[config.mk]
export PLATFORM = sky130hd
export DESIGN_NAME = tensor_layout_convert_addr_gen_flat
export DESIGN_NICKNAME = d
export VERILOG_FILES = /design/src/hdl/tlc_pkg.sv /design/src/hdl/tlc_in_if.sv /design/src/hdl/tlc_out_if.sv /design/src/hdl/tlc_cfg_if.sv /design/src/hdl/tlc_cfg.sv /design/src/hdl/tlc_ctrl.sv /design/src/hdl/tlc_dpath.sv /design/src/hdl/tensor_layout_convert_addr_gen.sv /design/src/flat_wrapper.sv
export SDC_FILE = /design/constraint.sdc
export NUM_CORES = 1
export LEC_CHECK = 0
export BUFFER_PORTS_ARGS = -buffer_cell sky130_fd_sc_hd__buf_2
export CAP_MARGIN = 5
export CORE_UTILIZATION = 25
export CTS_CLUSTER_DIAMETER = 30
export DETAILED_ROUTE_END_ITERATION = 8
export HOLD_SLACK_MARGIN = 0.03
export PLACE_DENSITY = 0.37
export SETUP_SLACK_MARGIN = 0.5
export SLEW_MARGIN = 5
export SYNTH_ARGS = -nofsm -noshare
export SYNTH_HDL_FRONTEND = slang
export SYNTH_SLANG_ARGS = --single-unit
export TNS_END_PERCENT = 20
[constraint.sdc]
create_clock -name clk -period 9.5 [get_ports clk]
set_clock_uncertainty 0.15 [all_clocks]
set_input_delay 1.425 -clock clk [delete_from_list [all_inputs] [get_ports clk]]
set_output_delay 1.425 -clock clk [all_outputs]
set_load 0.005 [all_outputs]
[src/hdl/tlc_pkg.sv]
// Shared constants, codes and controller/datapath types for the layout address generator.
`default_nettype none

package tlc_pkg;

  localparam int CHANNEL_LANES_DEF = 16;
  localparam int WIDTH_LANES_DEF   = 8;
  localparam int MAX_DIM_DEF       = 1024;

  localparam int CFG_DATA_W = 11;
  localparam int CFG_IDX_W  = 3;
  localparam int IMG_W      = 4;
  localparam int IMGN_W     = 5;
  localparam int MAX_IMAGES = 16;
  localparam int DEST_W     = 34;
  localparam int SRC_W      = 31;

  localparam int RST_CHANNELS = 3;
  localparam int RST_HEIGHT   = 224;
  localparam int RST_WIDTH    = 224;
  localparam int RST_IMAGES   = 1;

  typedef enum logic [CFG_IDX_W-1:0] {
    REG_CHANNEL_COUNT,
    REG_HEIGHT,
    REG_WIDTH,
    REG_IMAGE_COUNT,
    REG_IDENTITY_MODE
  } cfg_reg_t;

  typedef enum logic [2:0] {
    ST_IDLE,
    ST_SRC_ROW,
    ST_SRC_COL,
    ST_DST_GRP,
    ST_DST_ROW,
    ST_DST_COL,
    ST_EMIT
  } state_t;

  typedef enum logic [2:0] {
    MAC_HOLD,
    MAC_SRC_ROW,
    MAC_SRC_COL,
    MAC_DST_GRP,
    MAC_DST_ROW,
    MAC_DST_COL
  } mac_op_t;

  typedef struct packed {
    logic    accept;
    mac_op_t op;
    logic    emit;
  } dp_cmd_t;

  typedef struct packed {
    logic out_busy;
  } dp_stat_t;

endpackage

`default_nettype wire

[src/hdl/tlc_in_if.sv]
// Request channel carrying the restart flag.
`default_nettype none

interface tlc_in_if;
  logic valid;
  logic ready;
  logic restart;

  modport source (output valid, output restart, input ready);
  modport sink (input valid, input restart, output ready);
endinterface

`default_nettype wire

[src/hdl/tlc_out_if.sv]
// Result channel carrying the destination and source addresses and flags.
`default_nettype none

interface tlc_out_if;
  logic                        valid;
  logic                        ready;
  logic [tlc_pkg::DEST_W-1:0]  dest_addr;
  logic [tlc_pkg::SRC_W-1:0]   src_addr;
  logic                        zero_fill;
  logic                        last_element;

  modport source (output valid, output dest_addr, output src_addr, output zero_fill,
                  output last_element, input ready);
  modport sink (input valid, input dest_addr, input src_addr, input zero_fill,
                input last_element, output ready);
endinterface

`default_nettype wire

[src/hdl/tlc_cfg_if.sv]
// Configuration write channel carrying a register index and write data.
`default_nettype none

interface tlc_cfg_if;
  logic                           valid;
  logic                           ready;
  logic [tlc_pkg::CFG_IDX_W-1:0]  index;
  logic [tlc_pkg::CFG_DATA_W-1:0] data;

  modport source (output valid, output index, output data, input ready);
  modport sink (input valid, input index, input data, output ready);
endinterface

`default_nettype wire

[src/hdl/tlc_cfg.sv]
// Configuration registers with clamped dimensions and precomputed group counts.
`default_nettype none

module tlc_cfg #(
  parameter int CHANNEL_LANES = tlc_pkg::CHANNEL_LANES_DEF,
  parameter int WIDTH_LANES   = tlc_pkg::WIDTH_LANES_DEF,
  parameter int MAX_DIM       = tlc_pkg::MAX_DIM_DEF,
  localparam int DIM_W = $clog2(MAX_DIM + 1),
  localparam int CGMAX = (MAX_DIM + CHANNEL_LANES - 1) / CHANNEL_LANES,
  localparam int WGMAX = (MAX_DIM + WIDTH_LANES - 1) / WIDTH_LANES,
  localparam int CG_W  = $clog2(CGMAX + 1),
  localparam int WG_W  = $clog2(WGMAX + 1)
) (
  input  logic                      clk,
  input  logic                      rst_n,
  tlc_cfg_if.sink                   cfg_chan,
  output logic [DIM_W-1:0]          c_lim,
  output logic [DIM_W-1:0]          h_lim,
  output logic [DIM_W-1:0]          w_lim,
  output logic [tlc_pkg::IMGN_W-1:0] n_lim,
  output logic [CG_W-1:0]           cg_lim,
  output logic [WG_W-1:0]           wg_lim,
  output logic                      ident
);

  localparam int NUMC_W  = $clog2(MAX_DIM + CHANNEL_LANES);
  localparam int CG_S    = NUMC_W + $clog2(CHANNEL_LANES);
  localparam int CG_M    = ((1 << CG_S) + CHANNEL_LANES - 1) / CHANNEL_LANES;
  localparam int PRODC_W = NUMC_W + $clog2(CG_M + 1);
  localparam int NUMW_W  = $clog2(MAX_DIM + WIDTH_LANES);
  localparam int WG_S    = NUMW_W + $clog2(WIDTH_LANES);
  localparam int WG_M    = ((1 << WG_S) + WIDTH_LANES - 1) / WIDTH_LANES;
  localparam int PRODW_W = NUMW_W + $clog2(WG_M + 1);

  localparam int RST_H  = (tlc_pkg::RST_HEIGHT > MAX_DIM) ? MAX_DIM : tlc_pkg::RST_HEIGHT;
  localparam int RST_W  = (tlc_pkg::RST_WIDTH > MAX_DIM) ? MAX_DIM : tlc_pkg::RST_WIDTH;
  localparam int RST_CG = (tlc_pkg::RST_CHANNELS + CHANNEL_LANES - 1) / CHANNEL_LANES;
  localparam int RST_WG = (RST_W + WIDTH_LANES - 1) / WIDTH_LANES;

  logic [DIM_W-1:0]            c_lim_r, h_lim_r, w_lim_r;
  logic [tlc_pkg::IMGN_W-1:0]  n_lim_r;
  logic [CG_W-1:0]             cg_lim_r;
  logic [WG_W-1:0]             wg_lim_r;
  logic                        ident_r;

  logic                        wr;
  logic [DIM_W-1:0]            dim_val;
  logic [tlc_pkg::IMGN_W-1:0]  img_val;
  logic [NUMC_W-1:0]           c_num;
  logic [NUMW_W-1:0]           w_num;
  logic [PRODC_W-1:0]          c_prod;
  logic [PRODW_W-1:0]          w_prod;

  assign cfg_chan.ready = 1'b1;
  assign wr = cfg_chan.valid;

  always_comb begin
    if (cfg_chan.data == '0) begin
      dim_val = DIM_W'(1);
    end else if (int'(cfg_chan.data) > MAX_DIM) begin
      dim_val = DIM_W'(MAX_DIM);
    end else begin
      dim_val = DIM_W'(cfg_chan.data);
    end
    if (cfg_chan.data[tlc_pkg::IMGN_W-1:0] == '0) begin
      img_val = tlc_pkg::IMGN_W'(1);
    end else if (int'(cfg_chan.data[tlc_pkg::IMGN_W-1:0]) > tlc_pkg::MAX_IMAGES) begin
      img_val = tlc_pkg::IMGN_W'(tlc_pkg::MAX_IMAGES);
    end else begin
      img_val = cfg_chan.data[tlc_pkg::IMGN_W-1:0];
    end
  end

  assign c_num  = NUMC_W'(dim_val) + NUMC_W'(CHANNEL_LANES - 1);
  assign w_num  = NUMW_W'(dim_val) + NUMW_W'(WIDTH_LANES - 1);
  assign c_prod = PRODC_W'(c_num) * PRODC_W'(CG_M);
  assign w_prod = PRODW_W'(w_num) * PRODW_W'(WG_M);

  always_ff @(posedge clk) begin
    if (!rst_n) begin
      c_lim_r  <= DIM_W'(tlc_pkg::RST_CHANNELS);
      h_lim_r  <= DIM_W'(RST_H);
      w_lim_r  <= DIM_W'(RST_W);
      n_lim_r  <= tlc_pkg::IMGN_W'(tlc_pkg::RST_IMAGES);
      cg_lim_r <= CG_W'(RST_CG);
      wg_lim_r <= WG_W'(RST_WG);
      ident_r  <= 1'b0;
    end else if (wr) begin
      case (cfg_chan.index)
        tlc_pkg::REG_CHANNEL_COUNT: begin
          c_lim_r  <= dim_val;
          cg_lim_r <= CG_W'(c_prod >> CG_S);
        end
        tlc_pkg::REG_HEIGHT: begin
          h_lim_r <= dim_val;
        end
        tlc_pkg::REG_WIDTH: begin
          w_lim_r  <= dim_val;
          wg_lim_r <= WG_W'(w_prod >> WG_S);
        end
        tlc_pkg::REG_IMAGE_COUNT: begin
          n_lim_r <= img_val;
        end
        tlc_pkg::REG_IDENTITY_MODE: begin
          ident_r <= cfg_chan.data[0];
        end
        default: begin
        end
      endcase
    end
  end

  assign c_lim  = c_lim_r;
  assign h_lim  = h_lim_r;
  assign w_lim  = w_lim_r;
  assign n_lim  = n_lim_r;
  assign cg_lim = cg_lim_r;
  assign wg_lim = wg_lim_r;
  assign ident  = ident_r;

endmodule

`default_nettype wire

[src/hdl/tlc_ctrl.sv]
// Sequencer that steps the shared multiply-accumulate unit for each request.
`default_nettype none

module tlc_ctrl (
  input  logic              clk,
  input  logic              rst_n,
  input  logic              in_valid,
  output logic              in_ready,
  input  tlc_pkg::dp_stat_t stat,
  output tlc_pkg::dp_cmd_t  cmd
);

  tlc_pkg::state_t state_r, state_nxt;

  always_ff @(posedge clk) begin
    if (!rst_n) begin
      state_r <= tlc_pkg::ST_IDLE;
    end else begin
      state_r <= state_nxt;
    end
  end

  always_comb begin
    state_nxt  = state_r;
    in_ready   = 1'b0;
    cmd.accept = 1'b0;
    cmd.op     = tlc_pkg::MAC_HOLD;
    cmd.emit   = 1'b0;
    case (state_r)
      tlc_pkg::ST_IDLE: begin
        in_ready = 1'b1;
        if (in_valid) begin
          cmd.accept = 1'b1;
          state_nxt  = tlc_pkg::ST_SRC_ROW;
        end
      end
      tlc_pkg::ST_SRC_ROW: begin
        cmd.op    = tlc_pkg::MAC_SRC_ROW;
        state_nxt = tlc_pkg::ST_SRC_COL;
      end
      tlc_pkg::ST_SRC_COL: begin
        cmd.op    = tlc_pkg::MAC_SRC_COL;
        state_nxt = tlc_pkg::ST_DST_GRP;
      end
      tlc_pkg::ST_DST_GRP: begin
        cmd.op    = tlc_pkg::MAC_DST_GRP;
        state_nxt = tlc_pkg::ST_DST_ROW;
      end
      tlc_pkg::ST_DST_ROW: begin
        cmd.op    = tlc_pkg::MAC_DST_ROW;
        state_nxt = tlc_pkg::ST_DST_COL;
      end
      tlc_pkg::ST_DST_COL: begin
        cmd.op    = tlc_pkg::MAC_DST_COL;
        state_nxt = tlc_pkg::ST_EMIT;
      end
      tlc_pkg::ST_EMIT: begin
        // hold until the output register frees up
        if (!stat.out_busy) begin
          cmd.emit  = 1'b1;
          state_nxt = tlc_pkg::ST_IDLE;
        end
      end
      default: begin
        state_nxt = tlc_pkg::ST_IDLE;
      end
    endcase
  end

endmodule

`default_nettype wire

[src/hdl/tlc_dpath.sv]
// Counter nest, shared multiply-accumulate unit and output register.
`default_nettype none

module tlc_dpath #(
  parameter int CHANNEL_LANES = tlc_pkg::CHANNEL_LANES_DEF,
  parameter int WIDTH_LANES   = tlc_pkg::WIDTH_LANES_DEF,
  parameter int MAX_DIM       = tlc_pkg::MAX_DIM_DEF,
  localparam int DIM_W = $clog2(MAX_DIM + 1),
  localparam int CGMAX = (MAX_DIM + CHANNEL_LANES - 1) / CHANNEL_LANES,
  localparam int WGMAX = (MAX_DIM + WIDTH_LANES - 1) / WIDTH_LANES,
  localparam int CG_W  = $clog2(CGMAX + 1),
  localparam int WG_W  = $clog2(WGMAX + 1)
) (
  input  logic                       clk,
  input  logic                       rst_n,
  input  logic                       restart,
  input  tlc_pkg::dp_cmd_t           cmd,
  output tlc_pkg::dp_stat_t          stat,
  input  logic [DIM_W-1:0]           c_lim,
  input  logic [DIM_W-1:0]           h_lim,
  input  logic [DIM_W-1:0]           w_lim,
  input  logic [tlc_pkg::IMGN_W-1:0] n_lim,
  input  logic [CG_W-1:0]            cg_lim,
  input  logic [WG_W-1:0]            wg_lim,
  input  logic                       ident,
  tlc_out_if.source                  out_chan
);

  localparam int DW     = tlc_pkg::DEST_W;
  localparam int CLW    = (CHANNEL_LANES > 1) ? $clog2(CHANNEL_LANES) : 1;
  localparam int WLW    = (WIDTH_LANES > 1) ? $clog2(WIDTH_LANES) : 1;
  localparam int CGC_W  = (CGMAX > 1) ? $clog2(CGMAX) : 1;
  localparam int WGC_W  = (WGMAX > 1) ? $clog2(WGMAX) : 1;
  localparam int ROW_W  = $clog2(MAX_DIM);
  localparam int LINC_W = $clog2(CGMAX * CHANNEL_LANES);
  localparam int LINW_W = $clog2(WGMAX * WIDTH_LANES);
  localparam int CMPC_W = (LINC_W > DIM_W) ? LINC_W : DIM_W;
  localparam int CMPW_W = (LINW_W > DIM_W) ? LINW_W : DIM_W;
  localparam int PSH    = $clog2(WIDTH_LANES * CHANNEL_LANES);
  localparam int OFF_W  = $clog2(WIDTH_LANES * CHANNEL_LANES + 1);
  localparam int PROD_W = DW + DIM_W;

  logic [CLW-1:0]             cl_r;
  logic [WLW-1:0]             wl_r;
  logic [WGC_W-1:0]           colg_r;
  logic [ROW_W-1:0]           row_r;
  logic [CGC_W-1:0]           cg_r;
  logic [tlc_pkg::IMG_W-1:0]  img_r;

  logic [DW-1:0]              acc_r;
  logic [DW-1:0]              src_r;

  logic                       out_valid_r;
  logic [DW-1:0]              dest_r;
  logic [tlc_pkg::SRC_W-1:0]  src_out_r;
  logic                       zero_fill_r;
  logic                       last_r;

  logic cl_wrap, wl_wrap, colg_wrap, row_wrap, cg_wrap, img_wrap, last;
  logic [LINC_W-1:0]  lin_c;
  logic [LINW_W-1:0]  lin_w;
  logic               zero_fill;
  logic [OFF_W-1:0]   lane_off;
  logic [DW-1:0]      dest_nxt;

  logic [DW-1:0]      mac_a, mac_c, mac_sum;
  logic [DIM_W-1:0]   mac_b;
  logic [PROD_W-1:0]  mac_prod;

  assign cl_wrap   = (cl_r == CLW'(CHANNEL_LANES - 1));
  assign wl_wrap   = (wl_r == WLW'(WIDTH_LANES - 1));
  assign colg_wrap = (WG_W'(colg_r) + WG_W'(1) >= wg_lim);
  assign row_wrap  = (DIM_W'(row_r) + DIM_W'(1) >= h_lim);
  assign cg_wrap   = (CG_W'(cg_r) + CG_W'(1) >= cg_lim);
  assign img_wrap  = (tlc_pkg::IMGN_W'(img_r) + tlc_pkg::IMGN_W'(1) >= n_lim);
  assign last      = cl_wrap && wl_wrap && colg_wrap && row_wrap && cg_wrap && img_wrap;

  assign lin_c = LINC_W'(cg_r) * LINC_W'(CHANNEL_LANES) + LINC_W'(cl_r);
  assign lin_w = LINW_W'(colg_r) * LINW_W'(WIDTH_LANES) + LINW_W'(wl_r);
  assign zero_fill = (CMPC_W'(lin_c) >= CMPC_W'(c_lim)) || (CMPW_W'(lin_w) >= CMPW_W'(w_lim));

  assign lane_off = OFF_W'(wl_r) * OFF_W'(CHANNEL_LANES) + OFF_W'(cl_r);
  assign dest_nxt = ident ? src_r : (acc_r << PSH) + DW'(lane_off);

  always_comb begin
    mac_a = acc_r;
    mac_b = h_lim;
    mac_c = DW'(row_r);
    case (cmd.op)
      tlc_pkg::MAC_SRC_ROW: begin
        mac_a = DW'(lin_c);
        mac_b = h_lim;
        mac_c = DW'(row_r);
      end
      tlc_pkg::MAC_SRC_COL: begin
        mac_a = acc_r;
        mac_b = w_lim;
        mac_c = DW'(lin_w);
      end
      tlc_pkg::MAC_DST_GRP: begin
        mac_a = DW'(img_r);
        mac_b = DIM_W'(cg_lim);
        mac_c = DW'(cg_r);
      end
      tlc_pkg::MAC_DST_ROW: begin
        mac_a = acc_r;
        mac_b = h_lim;
        mac_c = DW'(row_r);
      end
      tlc_pkg::MAC_DST_COL: begin
        mac_a = acc_r;
        mac_b = DIM_W'(wg_lim);
        mac_c = DW'(colg_r);
      end
      default: begin
      end
    endcase
  end

  assign mac_prod = PROD_W'(mac_a) * PROD_W'(mac_b);
  assign mac_sum  = DW'(mac_prod) + mac_c;

  always_ff @(posedge clk) begin
    if (cmd.op != tlc_pkg::MAC_HOLD) begin
      acc_r <= mac_sum;
    end
    if (cmd.op == tlc_pkg::MAC_SRC_COL) begin
      src_r <= mac_sum;
    end
  end

  always_ff @(posedge clk) begin
    if (!rst_n) begin
      cl_r   <= '0;
      wl_r   <= '0;
      colg_r <= '0;
      row_r  <= '0;
      cg_r   <= '0;
      img_r  <= '0;
    end else if (cmd.accept && restart) begin
      cl_r   <= '0;
      wl_r   <= '0;
      colg_r <= '0;
      row_r  <= '0;
      cg_r   <= '0;
      img_r  <= '0;
    end else if (cmd.emit) begin
      cl_r <= cl_wrap ? '0 : cl_r + CLW'(1);
      if (cl_wrap) begin
        wl_r <= wl_wrap ? '0 : wl_r + WLW'(1);
      end
      if (cl_wrap && wl_wrap) begin
        colg_r <= colg_wrap ? '0 : colg_r + WGC_W'(1);
      end
      if (cl_wrap && wl_wrap && colg_wrap) begin
        row_r <= row_wrap ? '0 : row_r + ROW_W'(1);
      end
      if (cl_wrap && wl_wrap && colg_wrap && row_wrap) begin
        cg_r <= cg_wrap ? '0 : cg_r + CGC_W'(1);
      end
      if (cl_wrap && wl_wrap && colg_wrap && row_wrap && cg_wrap) begin
        img_r <= img_wrap ? '0 : img_r + tlc_pkg::IMG_W'(1);
      end
    end
  end

  always_ff @(posedge clk) begin
    if (!rst_n) begin
      out_valid_r <= 1'b0;
    end else if (cmd.emit) begin
      out_valid_r <= 1'b1;
    end else if (out_chan.ready) begin
      out_valid_r <= 1'b0;
    end
  end

  always_ff @(posedge clk) begin
    if (cmd.emit) begin
      dest_r      <= dest_nxt;
      src_out_r   <= src_r[tlc_pkg::SRC_W-1:0];
      zero_fill_r <= zero_fill;
      last_r      <= last;
    end
  end

  assign stat.out_busy = out_valid_r && !out_chan.ready;

  assign out_chan.valid        = out_valid_r;
  assign out_chan.dest_addr    = dest_r;
  assign out_chan.src_addr     = src_out_r;
  assign out_chan.zero_fill    = zero_fill_r;
  assign out_chan.last_element = last_r;

endmodule

`default_nettype wire

[src/hdl/tensor_layout_convert_addr_gen.sv]
// Top level of the CHW to blocked layout address generator.
//
//   channel   dir  payload                                        handshake
//   in_chan   in   restart                                        valid/ready
//   out_chan  out  dest_addr, src_addr, zero_fill, last_element   valid/ready
//   cfg_chan  in   index, data                                    valid/ready
//
// Each request steps through accept, five passes through the shared
// 34 x 11 multiply-accumulate unit, and one load into the output register.
// Synchronous reset clears the sequencer, the counter nest and the output
// valid, and loads the register defaults; no clearing pass follows.
// A stalled result waits in the output register; the next request is
// accepted meanwhile and holds in its last step until the register frees.
`default_nettype none

module tensor_layout_convert_addr_gen #(
  parameter int CHANNEL_LANES = tlc_pkg::CHANNEL_LANES_DEF,
  parameter int WIDTH_LANES   = tlc_pkg::WIDTH_LANES_DEF,
  parameter int MAX_DIM       = tlc_pkg::MAX_DIM_DEF
) (
  input  logic      clk,
  input  logic      rst_n,
  tlc_in_if.sink    in_chan,
  tlc_out_if.source out_chan,
  tlc_cfg_if.sink   cfg_chan
);

  localparam int DIM_W = $clog2(MAX_DIM + 1);
  localparam int CGMAX = (MAX_DIM + CHANNEL_LANES - 1) / CHANNEL_LANES;
  localparam int WGMAX = (MAX_DIM + WIDTH_LANES - 1) / WIDTH_LANES;
  localparam int CG_W  = $clog2(CGMAX + 1);
  localparam int WG_W  = $clog2(WGMAX + 1);

  logic [DIM_W-1:0]           c_lim, h_lim, w_lim;
  logic [tlc_pkg::IMGN_W-1:0] n_lim;
  logic [CG_W-1:0]            cg_lim;
  logic [WG_W-1:0]            wg_lim;
  logic                       ident;
  tlc_pkg::dp_cmd_t           cmd;
  tlc_pkg::dp_stat_t          stat;

  tlc_cfg #(
    .CHANNEL_LANES (CHANNEL_LANES),
    .WIDTH_LANES   (WIDTH_LANES),
    .MAX_DIM       (MAX_DIM)
  ) u_cfg (
    .clk      (clk),
    .rst_n    (rst_n),
    .cfg_chan (cfg_chan),
    .c_lim    (c_lim),
    .h_lim    (h_lim),
    .w_lim    (w_lim),
    .n_lim    (n_lim),
    .cg_lim   (cg_lim),
    .wg_lim   (wg_lim),
    .ident    (ident)
  );

  tlc_ctrl u_ctrl (
    .clk      (clk),
    .rst_n    (rst_n),
    .in_valid (in_chan.valid),
    .in_ready (in_chan.ready),
    .stat     (stat),
    .cmd      (cmd)
  );

  tlc_dpath #(
    .CHANNEL_LANES (CHANNEL_LANES),
    .WIDTH_LANES   (WIDTH_LANES),
    .MAX_DIM       (MAX_DIM)
  ) u_dpath (
    .clk      (clk),
    .rst_n    (rst_n),
    .restart  (in_chan.restart),
    .cmd      (cmd),
    .stat     (stat),
    .c_lim    (c_lim),
    .h_lim    (h_lim),
    .w_lim    (w_lim),
    .n_lim    (n_lim),
    .cg_lim   (cg_lim),
    .wg_lim   (wg_lim),
    .ident    (ident),
    .out_chan (out_chan)
  );

endmodule

`default_nettype wire

[src/flat_wrapper.sv]
// flat-port wrapper written by rule: the top's interface ports become plain ports
module tensor_layout_convert_addr_gen_flat 
#(
  parameter int CHANNEL_LANES = tlc_pkg::CHANNEL_LANES_DEF,
  parameter int WIDTH_LANES   = tlc_pkg::WIDTH_LANES_DEF,
  parameter int MAX_DIM       = tlc_pkg::MAX_DIM_DEF
)
  (clk, rst_n, in_chan_valid, in_chan_restart, in_chan_ready, out_chan_valid, out_chan_dest_addr, out_chan_src_addr, out_chan_zero_fill, out_chan_last_element, out_chan_ready, cfg_chan_valid, cfg_chan_index, cfg_chan_data, cfg_chan_ready);
  tlc_in_if in_chan_i ();
  tlc_out_if out_chan_i ();
  tlc_cfg_if cfg_chan_i ();
  input  logic clk;
  input  logic rst_n;
  input wire logic [$bits(in_chan_i.valid)-1:0] in_chan_valid;
  input wire logic [$bits(in_chan_i.restart)-1:0] in_chan_restart;
  output wire logic [$bits(in_chan_i.ready)-1:0] in_chan_ready;
  output wire logic [$bits(out_chan_i.valid)-1:0] out_chan_valid;
  output wire logic [$bits(out_chan_i.dest_addr)-1:0] out_chan_dest_addr;
  output wire logic [$bits(out_chan_i.src_addr)-1:0] out_chan_src_addr;
  output wire logic [$bits(out_chan_i.zero_fill)-1:0] out_chan_zero_fill;
  output wire logic [$bits(out_chan_i.last_element)-1:0] out_chan_last_element;
  input wire logic [$bits(out_chan_i.ready)-1:0] out_chan_ready;
  input wire logic [$bits(cfg_chan_i.valid)-1:0] cfg_chan_valid;
  input wire logic [$bits(cfg_chan_i.index)-1:0] cfg_chan_index;
  input wire logic [$bits(cfg_chan_i.data)-1:0] cfg_chan_data;
  output wire logic [$bits(cfg_chan_i.ready)-1:0] cfg_chan_ready;
  assign in_chan_i.valid = in_chan_valid;
  assign in_chan_i.restart = in_chan_restart;
  assign in_chan_ready = in_chan_i.ready;
  assign out_chan_valid = out_chan_i.valid;
  assign out_chan_dest_addr = out_chan_i.dest_addr;
  assign out_chan_src_addr = out_chan_i.src_addr;
  assign out_chan_zero_fill = out_chan_i.zero_fill;
  assign out_chan_last_element = out_chan_i.last_element;
  assign out_chan_i.ready = out_chan_ready;
  assign cfg_chan_i.valid = cfg_chan_valid;
  assign cfg_chan_i.index = cfg_chan_index;
  assign cfg_chan_i.data = cfg_chan_data;
  assign cfg_chan_ready = cfg_chan_i.ready;
  tensor_layout_convert_addr_gen #(.CHANNEL_LANES(CHANNEL_LANES), .WIDTH_LANES(WIDTH_LANES), .MAX_DIM(MAX_DIM)) u_core (.clk(clk), .rst_n(rst_n), .in_chan(in_chan_i), .out_chan(out_chan_i), .cfg_chan(cfg_chan_i));
endmodule
==> summary.txt, run 1 <==
Outcome
  • Outcome: finished clean

Final layout
  • Final #Nets: roughly 2700
  • Most frequent cells in the layout: inv_1 (349), nand2_1 (299), fa_1 (246)
  • Layout cells sized above 1: 12.48%
  • Diode count: 0
  • Layout Area Growth over Synthesis: 19.67%
  • Commonest non-fill, non-tap cell in the layout: inv_1

Setup path
  • Max incr delay on CP: 0.67 ns
  • Worst Setup Path Type: flip-flop to flip-flop
  • CP Data Required Time: 9.66 ns
  • Reg-to-reg endpoint: u_core.u_dpath.src_r[30]
  • Crit-path max FO: 22
  • CP top delay family: adder cells
  • WP data arrival: 8.50 ns
  • Most common cell on crit path: fa_1
  • Worst R2R Path Depth: 22
  • Worst reg-to-reg setup slack: between 1 and 1.5 ns
  • Slowest-stage cell, CP: dfxtp_1
  • CP Cell Sequence: buf_4 -> inv_1 -> nor2_1 -> a21oi_1 -> o21ai_2 -> buf_4 -> nand2_1 -> fa_1 -> fa_1 -> fa_1 -> fa_1 -> fa_1 -> inv_1 -> ha_1 -> a21o_1 -> a21o_1 -> a21oi_2 -> o21ai_1 -> a211o_1 -> a41oi_2 -> o21ai_2 -> o311ai_0
  • R2r startpoint: u_core.u_ctrl.state_r[1]
  • Crit. End Element: flip-flop
  • Startpoint types: flip-flop
  • Bufs and invs on worst path: 4

Floorplanning
  • Initial Util: 25.37%
  • # IOs: 90
  • Die area: 84740 um^2
  • Die Y: 291.1 um
  • Chip width: 291.1 um
  • Core Region: 82370 um^2
  • Row count: 105

Detailed routing
  • DRC: 0
  • DR pass1 iterations: 5
  • Wire per inst: 19.55 um
  • Vias per cell: 4.553
  • Routed via count: 15558
  • Iter 0 DRT Violations: 957
  • Drt total wl: about 67 mm
  • Detail Route Antenna Nets: 0

Min path
  • Hold Path Origin: u_core.u_dpath.src_r[11]
  • Worst min path class: flip-flop to flip-flop
  • Hold Crit Depth: 0
  • Worst hold endpoint: u_core.u_dpath.out_chan.src_addr[11]

Global route
  • Met3 GRT Util: around 2.9%
  • Total track usage: 16.08%
  • Grt peak-use layer: met2
  • First-pass GRT wire length: 103.0 mm
  • Grt ovf: 0
  • Met1 Use GR: 21.98%
  • Initial antenna violation count: 2
  • M2 GR Usage: 25.60%
  • Number of global-route vias before repair: 16457
  • Largest net degree at the start of global routing: 73

Clock tree
  • CTS tree: built
  • CTS max path bufs: 3
  • Clock sink count: around 230
  • CTS Buf Count: 69
  • CTS HTree Levels: 3
  • Hold Buf Count CTS: 0
  • CTS clk-pin slew, worst paths: 0.04 ns
  • Setup bufs post-CTS: 0
  • Root Driver: clkbuf_16
  • Skew-Pair Late Insertion Delay: 0.62 ns
  • Post-CTS Resized: 0

Logic synthesis
  • Post-synthesis cell area: 20900 um^2
  • Post-synth ARST share: 0%
  • Top_reg_cell synth: edfxtp_1
  • Flops & latches, synth: ~230
  • Number of flops mapped to enable cells by yosys: 135
  • Yosys cell types: 78
  • Sequential fraction of the synthesis area: between 20% and 30%
  • Post-Syn Nets: 2598
  • Post-Syn Area per Cell: 9.502 um^2
  • Post-synthesis instance total: 2199
  • Yosys warnings: 0

Timing
  • Final min period: 8.341 ns
  • Sum Neg Setup Slack: 0 ns
  • PnR worst setup slack: approximately 1.2 ns
  • Tcrit/Tclk final: about 88%
  • Slew at the pin closest to its max-slew limit: 1.139 ns
  • Max Freq: between 0.1 and 0.15 GHz
  • Final slew viol count: 0
  • Final setup viols: 0
  • RSZ-0062 raised after global routing: no
  • Slew HR: a little under a quarter
  • Hold_ws: 0.2891 ns
  • Hold Vio Cnt, Final: 0

Place
  • RD Place Congestion: 0.8556
  • Place WS: 1.232 ns
  • HPWL Detailed: about 53 mm
  • Port-buffer cells: 88

Run
  • Max-Cap Viols: 0
layer usage:
metal  wire [um]  part of all wire [%]
met4        1609                   2.4
met2       30280                    45
met5           0                     0
met3        3036                   4.5
met1       31870                    48
logic make-up (layout without fill, tap and decap cells):
logic type      count (synthesis)  after routing  share of synthesized area, %
compound gates                301            301                         9.395
mux                            75             75                         3.790
fa+ha+maj                     379            379                         31.53
flops                         227            227                         28.22
other cells                     1              1                       0.01795
xor+xnor                       73             73                         3.192
simple gates                  691            691                         15.43
buf+inv                       452            600                         8.431
per-stage QoR:
step,std cells,util (%),area [um^2]
after floorplan,2199,-,20900
after global placement,3291,27.36,22540
after detailed placement,3291,27.36,22540
after CTS,3417,30.36,25010
after global routing,3417,30.36,25010
final,3417,30.36,25010
worst reg2reg max path, stage by stage, from the launching register on:
cell,delay [ns]
dfxtp_1,0.67
buf_4,0.39
inv_1,0.32
nor2_1,0.20
a21oi_1,0.06
o21ai_2,0.34
buf_4,0.39
nand2_1,0.15
fa_1,0.55
fa_1,0.44
fa_1,0.57
fa_1,0.53
fa_1,0.54
inv_1,0.04
ha_1,0.38
a21o_1,0.23
a21o_1,0.19
a21oi_2,0.19
o21ai_1,0.09
a211o_1,0.34
a41oi_2,0.50
o21ai_2,0.22
o311ai_0,0.54
flip-flops by register name, summed over array words and instances, names as in the netlist:
| signal | flops |
|---|---|
| u_core.u_dpath.acc_r | 34 |
| u_core.u_dpath.out_chan.dest_addr | 34 |
| u_core.u_dpath.src_r | 34 |
| u_core.u_dpath.out_chan.src_addr | 31 |
| u_core.u_cfg.c_lim | 11 |
| u_core.u_cfg.h_lim | 11 |
| u_core.u_cfg.w_lim | 11 |
| u_core.u_dpath.row_r | 10 |
| u_core.u_cfg.wg_lim | 8 |
| u_core.u_cfg.cg_lim | 7 |
| u_core.u_dpath.colg_r | 7 |
| u_core.u_dpath.cg_r | 6 |
| u_core.u_cfg.n_lim | 5 |
| u_core.u_dpath.cl_r | 4 |
| u_core.u_dpath.img_r | 4 |
| u_core.u_ctrl.state_r | 3 |
| u_core.u_dpath.wl_r | 3 |
| u_core.u_cfg.ident | 1 |
| u_core.u_dpath.out_chan.last_element | 1 |
| u_core.u_dpath.out_chan.valid | 1 |
| u_core.u_dpath.out_chan.zero_fill | 1 |
worst max-delay path by stage:
stage / from / end / slack [ns] / depth (start not counted)
2_1_floorplan: u_core.u_ctrl.state_r[2] / u_core.u_dpath.acc_r[32] / 2.25 / 22
5_1_grt: u_core.u_ctrl.state_r[1] / u_core.u_dpath.src_r[33] / 0.69 / 22
6_report: u_core.u_ctrl.state_r[1] / u_core.u_dpath.src_r[30] / 1.16 / 22
3_5_place_dp: u_core.u_ctrl.state_r[1] / u_core.u_dpath.src_r[30] / 1.23 / 22
3_3_place_gp: u_core.u_ctrl.state_r[1] / u_core.u_dpath.src_r[30] / 1.30 / 23
4_1_cts: u_core.u_ctrl.state_r[1] / u_core.u_dpath.src_r[30] / 1.19 / 22
cell usage after synthesis (3+ instances only):
cell	number	area share, %
a211oi_1	8	0.29
nand2_1	300	5.4
nand3_1	46	1.1
edfxtp_1	135	19
a211o_1	9	0.38
nor3_1	20	0.48
ha_1	133	8.0
dfxtp_1	92	8.8
clkbuf_1	75	1.3
nor4_1	5	0.15
and2_1	34	1.0
nand2b_1	18	0.54
nand3b_1	7	0.25
o21bai_1	4	0.14
o21ai_0	50	1.2
a32o_1	9	0.43
nand4_1	15	0.45
nor3b_1	3	0.11
buf_2	8	0.19
o21ai_1	14	0.34
nor2b_1	34	1.0
mux2i_1	42	2.0
buf_1	9	0.16
a22oi_1	10	0.36
fa_1	246	24
a21o_1	26	0.93
and3_1	40	1.2
o21a_1	20	0.72
o211a_1	3	0.14
o31ai_1	5	0.18
a21oi_1	87	2.1
xor2_1	23	0.96
mux2_2	33	1.8
inv_1	349	6.3
a31oi_1	10	0.30
buf_4	6	0.22
or3_1	9	0.27
o211ai_1	17	0.61
nand4b_1	3	0.13
nor2_1	140	2.5
a41oi_1	3	0.13
xnor2_1	48	2.0
area by class of cell:
type                            instances  area (um^2)
Inverter                              350         1314
Clock buffer                           83         1821
Timing Repair Buffer                  124        710.7
Fill cell                            8583        57370
Tap cell                             1070         1339
Clock inverter                         43        644.4
Sequential cell                       227         5897
Multi-Input combinational cell       1520        13280
Power of run 1 is not shown: default switching activity piles up to over one toggle a cycle in this logic, so the estimate is an artifact.
==> run 2: changes to the inputs <==
--- a/config.mk
+++ b/config.mk
@@ -12,6 +12,7 @@
 export DETAILED_ROUTE_END_ITERATION = 8
 export HOLD_SLACK_MARGIN = 0.03
 export PLACE_DENSITY = 0.37
+export REMOVE_ABC_BUFFERS = 1
 export SETUP_SLACK_MARGIN = 0.5
 export SLEW_MARGIN = 5
 export SYNTH_ARGS = -nofsm -noshare
==> run 2 against run 1 <==
Die area did not move. Via count rose by 1.4%. Final area fell by 0.38%. Count of clock-buffer cells in the layout is 1 lower. Register-to-register slack got worse by 0.18 ns. Non-clock buffer count decreased by 1. Utilization shrank 0.11 points.
==> summary.txt, run 2 (synthesis results as in run 1) <==
Outcome
  • Outcome: finished clean

Min path
  • Worst min path class: flip-flop to flip-flop

Clock tree
  • Hold Buf Count CTS: 0
  • Root Driver: clkbuf_16
  • CTS tree: built
  • CTS HTree Levels: 3
  • CTS Buf Count: 70
  • CTS clk-pin slew, worst paths: about 0.050 ns
  • CTS max path bufs: 3
  • Skew-Pair Late Insertion Delay: 0.61 ns
  • Clock sink count: between 200 and 250
  • Post-CTS Resized: 0
  • Setup bufs post-CTS: 0

Timing
  • Tcrit/Tclk final: 89.69%
  • RSZ-0062 raised after global routing: no
  • Final slew viol count: 0
  • Max Freq: 0.1174 GHz
  • Sum Neg Setup Slack: 0 ns
  • Final setup viols: 0
  • Slew HR: 16.05%
  • Final min period: 8.521 ns
  • Slew at the pin closest to its max-slew limit: 1.259 ns
  • Hold Vio Cnt, Final: 0

Detailed routing
  • DRC: 0
  • Drt total wl: 68.69 mm
  • Routed via count: about 16000
  • Vias per cell: 4.616
  • Wire per inst: around 20 um
  • Detail Route Antenna Nets: 0
  • Iter 0 DRT Violations: a little under 1000
  • DR pass1 iterations: 5

Setup path
  • Crit-path max FO: 27
  • Startpoint types: flip-flop
  • Worst Setup Path Type: flip-flop to flip-flop
  • WP data arrival: 8.64 ns
  • Bufs and invs on worst path: 6
  • CP Data Required Time: 9.62 ns
  • Crit. End Element: flip-flop
  • CP Cell Sequence: buf_4 -> inv_1 -> nor2_1 -> a21oi_1 -> o21ai_2 -> buf_4 -> nand2_1 -> fa_1 -> inv_1 -> fa_1 -> fa_1 -> fa_1 -> inv_1 -> fa_1 -> inv_1 -> ha_1 -> a21o_1 -> a21oi_2 -> o21ai_1 -> a211o_1 -> a41oi_2 -> o21ai_2 -> o311ai_0
  • Slowest-stage cell, CP: o311ai_0
  • CP top delay family: adder cells
  • Max incr delay on CP: 0.73 ns
  • Most common cell on crit path: fa_1

Global route
  • Largest net degree at the start of global routing: 60
  • Grt ovf: 0
  • First-pass GRT wire length: 105.2 mm
  • Total track usage: 16.48%
  • Number of global-route vias before repair: 16666
  • Grt peak-use layer: met2
  • Initial antenna violation count: 5
  • Met1 Use GR: 22.94%
  • Met3 GRT Util: 2.779%
  • M2 GR Usage: 25.97%

Floorplanning
  • Chip width: 291.1 um
  • Core Region: 82370 um^2
  • # IOs: 90
  • Initial Util: 25.37%
  • Die area: 84740 um^2
  • Row count: 105
  • Die Y: approximately 290 um

Final layout
  • Layout cells sized above 1: around an eighth
  • Diode count: 0
  • Most frequent cells in the layout: inv_1 (349), nand2_1 (299), fa_1 (246)
  • Commonest non-fill, non-tap cell in the layout: inv_1
  • Sequential Area: 5898 um^2
  • Final #Nets: 2691
  • Multi-input logic area: around 13000 um^2
  • Layout Area Growth over Synthesis: 19.22%
  • Fillers: 8607

Place
  • Port-buffer cells: 88
  • HPWL Detailed: 53.37 mm
  • RD Place Congestion: 0.8300

Run
  • Max-Cap Viols: 0
==> run 2: worst paths after layout <==
check / startpoint / end / slack (ns) / cells past startpoint
setup / recovery: u_core.u_ctrl.state_r[1] / u_core.u_dpath.acc_r[30] / 0.98 / 23
hold / removal: u_core.u_dpath.src_r[2] / u_core.u_dpath.out_chan.src_addr[2] / 0.28 / 0
setup reg to reg: u_core.u_ctrl.state_r[1] / u_core.u_dpath.acc_r[30] / 0.98 / 23
hold reg to reg: u_core.u_dpath.src_r[2] / u_core.u_dpath.out_chan.src_addr[2] / 0.28 / 0
==> run 2: layout make-up <==
class | instances | share of cell area (%)
Inverter | 350 | 5.274
Clock inverter | 46 | 2.084
Timing Repair Buffer | 123 | 2.823
Sequential cell | 227 | 23.68
Multi-Input combinational cell | 1520 | 53.31
Clock buffer | 82 | 7.459
Tap cell | 1070 | 5.374
==> run 2: metrics by stage <==
step                      cell area (um^2)  hold WS [ns]  worst slack, ns  util (%)  cells
after floorplan                      20450        0.2704            1.181         -   2097
after global placement               22530        0.2802           0.7167     27.35   3290
after detailed placement             22530        0.2775           0.7998     27.35   3290
after CTS                            24900        0.2665           0.6930     30.23   3418
after global routing                 24910        0.2886           0.5206     30.24   3418
final                                24910        0.2772           0.9793     30.24   3418
==> run 2: routing by layer <==
| metal | share of wire, % | vias up |
|---|---|---|
| met3 | 4.9 | 112 |
| met5 | 0.033 | - |
| met4 | 2.3 | 4 |
| met1 | 48 | 7892 |
| met2 | 45 | 378 |
| li1 | - | 7393 |
Power of run 2 is left out for the same reason.
